`config.mk`:
```
export PLATFORM = sky130hd
export DESIGN_NAME = chip8_alu
export DESIGN_NICKNAME = d
export VERILOG_FILES = /design/src/hdl/chip8_pkg.sv /design/src/hdl/chip8_alu.sv
export SDC_FILE = /design/constraint.sdc
export NUM_CORES = 1
export LEC_CHECK = 0
export BUFFER_PORTS_ARGS = -buffer_cell sky130_fd_sc_hd__clkbuf_2
export CORE_ASPECT_RATIO = 1.1
export CORE_UTILIZATION = 40
export DETAILED_ROUTE_END_ITERATION = 7
export PLACE_DENSITY = 0.67
export SLEW_MARGIN = 10
export SYNTH_ARGS = -nofsm -noshare
export SYNTH_HDL_FRONTEND = slang
export SYNTH_SLANG_ARGS = --single-unit
```
`constraint.sdc`:
```
create_clock -name vclk -period 2
set_clock_uncertainty 0.1 [all_clocks]
set_input_delay 0.2 -clock vclk [all_inputs]
set_output_delay 0.2 -clock vclk [all_outputs]
set_load 0.02 [all_outputs]
```
`src/hdl/chip8_pkg.sv`:
```
// Shared types, codes and constants for the CHIP-8 instruction execute block.
`timescale 1ns / 1ps
package chip8_pkg;

  localparam int MemBytesDef     = 4096;
  localparam int ScreenWidthDef  = 64;
  localparam int ScreenHeightDef = 32;
  localparam int StackLimitDef   = 15;

  localparam logic [15:0] PC_START     = 16'h0200;
  localparam logic [3:0]  REG_VF       = 4'hF;
  localparam logic [7:0]  BCD_HUNDREDS = 8'd100;
  localparam logic [7:0]  BCD_TENS     = 8'd10;
  localparam logic [2:0]  FONT_STRIDE  = 3'd5;

  localparam logic [3:0] GRP_SYS   = 4'h0;
  localparam logic [3:0] GRP_JP    = 4'h1;
  localparam logic [3:0] GRP_CALL  = 4'h2;
  localparam logic [3:0] GRP_SEI   = 4'h3;
  localparam logic [3:0] GRP_SNEI  = 4'h4;
  localparam logic [3:0] GRP_SER   = 4'h5;
  localparam logic [3:0] GRP_LDI   = 4'h6;
  localparam logic [3:0] GRP_ADDI  = 4'h7;
  localparam logic [3:0] GRP_ALU   = 4'h8;
  localparam logic [3:0] GRP_SNER  = 4'h9;
  localparam logic [3:0] GRP_LDIDX = 4'hA;
  localparam logic [3:0] GRP_JPV0  = 4'hB;
  localparam logic [3:0] GRP_RND   = 4'hC;
  localparam logic [3:0] GRP_DRW   = 4'hD;
  localparam logic [3:0] GRP_KEY   = 4'hE;
  localparam logic [3:0] GRP_MISC  = 4'hF;

  localparam logic [3:0] SYS_CLS = 4'h0;
  localparam logic [3:0] SYS_RET = 4'hE;
  localparam logic [3:0] SYS_NOP = 4'hF;

  localparam logic [3:0] A8_MOV  = 4'h0;
  localparam logic [3:0] A8_OR   = 4'h1;
  localparam logic [3:0] A8_AND  = 4'h2;
  localparam logic [3:0] A8_XOR  = 4'h3;
  localparam logic [3:0] A8_ADD  = 4'h4;
  localparam logic [3:0] A8_SUB  = 4'h5;
  localparam logic [3:0] A8_SHR  = 4'h6;
  localparam logic [3:0] A8_SUBN = 4'h7;
  localparam logic [3:0] A8_SHL  = 4'hE;

  localparam logic [7:0] KEY_SKP  = 8'h9E;
  localparam logic [7:0] KEY_SKNP = 8'hA1;

  localparam logic [7:0] FX_GETDT = 8'h07;
  localparam logic [7:0] FX_WKEY  = 8'h0A;
  localparam logic [7:0] FX_SETDT = 8'h15;
  localparam logic [7:0] FX_SETST = 8'h18;
  localparam logic [7:0] FX_ADDI  = 8'h1E;
  localparam logic [7:0] FX_FONT  = 8'h29;
  localparam logic [7:0] FX_BCD   = 8'h33;
  localparam logic [7:0] FX_STORE = 8'h55;
  localparam logic [7:0] FX_LOAD  = 8'h65;

  typedef enum logic [1:0] {FN_EXEC, FN_WRITE, FN_READ, FN_PIXEL} func_e;
  typedef enum logic [1:0] {ST_OK, ST_UNKNOWN, ST_OVERFLOW, ST_UNDERFLOW} status_e;
  typedef enum logic [1:0] {IK_BCD, IK_STORE, IK_LOAD, IK_DRAW} ikind_e;

  typedef enum logic [3:0] {
    ALU_MOV, ALU_OR, ALU_AND, ALU_XOR, ALU_ADD, ALU_SUB, ALU_SHR, ALU_SUBN, ALU_SHL
  } alu_op_e;

  typedef struct packed {
    alu_op_e    op;
    logic [7:0] a;
    logic [7:0] b;
  } alu_req_t;

  typedef enum logic [4:0] {
    S_IDLE, S_MEMW, S_MEMR, S_MEMRW, S_PDIV, S_PRQ, S_PRW, S_RDX, S_RDY, S_DEC,
    S_WRX, S_IMOD, S_BCDH, S_BCDT, S_BCDO, S_STORE, S_LDRQ, S_LDWR, S_DMODX,
    S_DMODY, S_DRQ, S_DRW, S_DONE
  } state_e;

endpackage

```
`src/hdl/chip8_alu.sv`:
```
// Shared 8-bit arithmetic, logic and shift unit with flag output.
`timescale 1ns / 1ps
module chip8_alu (
  input  chip8_pkg::alu_req_t req_i,
  output logic [7:0]          res_o,
  output logic                flag_o
);
  import chip8_pkg::*;

  logic [8:0] sum;
  logic [8:0] dif;
  logic [8:0] rdif;

  assign sum  = {1'b0, req_i.a} + {1'b0, req_i.b};
  assign dif  = {1'b0, req_i.a} - {1'b0, req_i.b};
  assign rdif = {1'b0, req_i.b} - {1'b0, req_i.a};

  always_comb begin
    res_o  = req_i.b;
    flag_o = 1'b0;
    unique case (req_i.op)
      ALU_MOV: res_o = req_i.b;
      ALU_OR:  res_o = req_i.a | req_i.b;
      ALU_AND: res_o = req_i.a & req_i.b;
      ALU_XOR: res_o = req_i.a ^ req_i.b;
      ALU_ADD: begin
        res_o  = sum[7:0];
        flag_o = sum[8];
      end
      ALU_SUB: begin
        res_o  = dif[7:0];
        flag_o = ~dif[8];
      end
      ALU_SHR: begin
        res_o  = {1'b0, req_i.a[7:1]};
        flag_o = req_i.a[0];
      end
      ALU_SUBN: begin
        res_o  = rdif[7:0];
        flag_o = ~rdif[8];
      end
      ALU_SHL: begin
        res_o  = {req_i.a[6:0], 1'b0};
        flag_o = req_i.a[7];
      end
      default: begin
        res_o  = req_i.b;
        flag_o = 1'b0;
      end
    endcase
  end

endmodule

```
==> results.md <==
- Critical Path Stages: 10
- # clk buffers: 0
- Synth warn: 0
- Xor/xnor share of the synthesized area: under 10%
- CP Capture Type: output port
- # diodes: 0
- First-pass GRT wire length: around 11 mm
- Switching share of total power: between 40% and 50%
- DR iter-0 viols: between 100 and 150
- DR pass1 iterations: 4
- Fillers: about 350
- Synthesized area: 1820 µm²
- Max-Cap Viols: 0
- FP Rows: 25
- Critical Path AT: between 2000 and 2500 ps
- CTS Hold Bufs: 0
- Antenna viol nets, final: 0
- CP required: between 1500 and 2000 ps
- Die ar.: 4820 µm²
- Seq_cells: 0
- Post-synthesis compound-gate area fraction: 33.5%
- Synth top area cells: ha_1 (24%), a21oi_1 (5.8%), inv_1 (5.2%)
- Worst slew pin tran: about 690 ps
- Syn_nets: around 320
- Crit-path most repeated cell: buf_8
- Routability cong.: around 0.91
- Reg area: 0 µm²
- Vias per inst: 5.53
- CP Launch Type: input pin
- Initial core utilization: 42.1%
- Max Clk Rate: around 420 MHz
- Half-perimeter wire length after placement: about 5.3 mm
- Hold Crit Class: input pin to output port
- Commonest cells in the netlist: ha_1 (35), inv_1 (25), a21oi_1 (21)
- Worst Path Buf+Inv: 3
- Vias: around 2300
- Multi-input gate area: 1960 µm²
- Final Hold Vio Count: 0
- Max incr delay on CP: between 400 and 500 ps
- Hold depth: 4
- Top Family by Delay on Critical Path: simple AND/OR/NAND/NOR gates
- Vias in the first global route: roughly 2400
- Most frequent cell after synthesis: ha_1
- P_sw: between 400 and 500 µW
- Total wire length: between 6 and 7 mm
- Nets: 425
- Int Power: between 400 and 500 µW
- Final period util: 120%
- Critical Path Fanout Max: 4
- Initial antenna violation count: 0
- Minimum clock period: between 2000 and 2500 ps
- GRT Util Overall: 28.0%
- Pin count of the biggest net entering global routing: 20
- Adder-Cell Fraction of Synth Area: between 20% and 30%
- Netlist cell types: 52
- Worst Setup Slack, final: -397 ps
- Worst relative slew slack: 53.7%
- Synth top area share: between 20% and 30%
- Residual DRC: 0
- Largest family of logic cells by synthesized area: compound AO/OA/AOI/OAI gates
- Fin. max-slew vios: 0
- Die height: about 73 µm
- Leakage: approximately 1.5 nW
- Syn Inst Count: around 260
- Setup violations, final: 8
- Failing checks: setup timing
- Core Area: roughly 4300 µm²
- Crit Path Class: input pin to output port
- Clock power share: 0%
- Number of port buffers: 29
- RSZ-0062 raised after global routing: true
- CP max-delay cell: or4_4
- Mux share of post-synthesis cell area: about 6.3%
- PwrDens: around 270 nW/µm²
- Largest area contributor in the netlist: ha_1
- Sequential share of power: 0%
- Die width: between 60 and 70 µm
- Peak VDD IR: about 0.15 mV
- Combinational Power Share: 100.0%
- Simple-gate share of the synthesized area: between 10% and 20%
- Global route overflow: 0
- Wire per inst: about 16 µm
- P&R area growth vs syn: 70.5%
- Crit path cell chain: buf_8 > inv_8 > ha_4 > or2_4 > a221oi_4 > or4_4 > a21oi_4 > mux2_4 > a32oi_4 > buf_8
- Fraction of layout cells with a size suffix above 1: between 50% and 60%
- Sequential fraction of the synthesis area: 0%
- Status: finished with violations
- Io pins: 29
- Syn avg cell area: roughly 7 µm²
- Setup Total Neg Slack: -2160 ps
- Dpl ws: -539 ps
-- cell usage in the layout (no fill, tap or decap), types with 6 or more instances in the layout --
master    netlist  final
mux2i_1         8      7
ha_1           35     24
a21oi_1        21     14
inv_2           3      9
nor2_1         19     18
buf_4           0     91
nand2_1        18     18
ha_4            0      7
o21bai_1        8      6
o21ai_0         8      6
xnor2_1         6      6
clkbuf_2        0     16
inv_1          25     14
a31oi_1         7      7
-- final timing paths --
check                  from  endpoint  slack (ps)
hold / removal    req_i[19]  res_o[0]         770
setup / recovery   req_i[1]  res_o[7]        -400
-- metrics by stage --
stage | hold slack, ps | std cells | total power [mW] | utilization [%] | cell area [µm²]
4_1_cts | 767 | 419 | 0.762 | 68.5 | 2960
3_5_place_dp | 769 | 419 | 0.700 | 64.1 | 2770
5_1_grt | 812 | 419 | 0.901 | 71.8 | 3100
6_report | 774 | 419 | 0.838 | 71.8 | 3100
3_3_place_gp | 763 | 419 | 0.689 | 64.1 | 2770
2_1_floorplan | 486 | 259 | 0.401 | - | 1950
-- repair_timing --
item,in CTS,in global routing
setup endpoints to repair,8,8
pin swaps,11,20
resized for setup,43,46
buffers inserted,0,1
-- per-layer routing --
| layer | GRT usage [%] | up-vias | part of all wire [%] |
|---|---|---|---|
| li1 | - | 1152 | - |
| met1 | 36.5 | 1069 | 41 |
| met2 | 50.8 | 85 | 51 |
| met3 | 1.25 | 11 | 5.8 |
| met4 | 5.44 | 0 | 1.7 |
| met5 | 0 | - | 0 |
-- logic make-up after synthesis --
group	after synthesis
AOI/OAI and AO/OA	90
xor gates and xnor gates	7
adders and majority gates	38
buffers and inverters	43
muxes	11
and+or+nand+nor	70
-- final cells by class --
class                           count  area share (%)
Inverter                           28            4.04
Multi-Input combinational cell    216            63.3
Tap cell                           54            2.18
Timing Repair Buffer              121            30.5
-- power groups by stage --
stage          Combinational [mW]  Clock (mW)  Sequential [mW]
2_1_floorplan               0.401           0                0
3_3_place_gp                0.689           0                0
3_5_place_dp                0.700           0                0
4_1_cts                     0.762           0                0
5_1_grt                     0.901           0                0
6_report                    0.838           0                0
(Power assumes the default switching activity.)
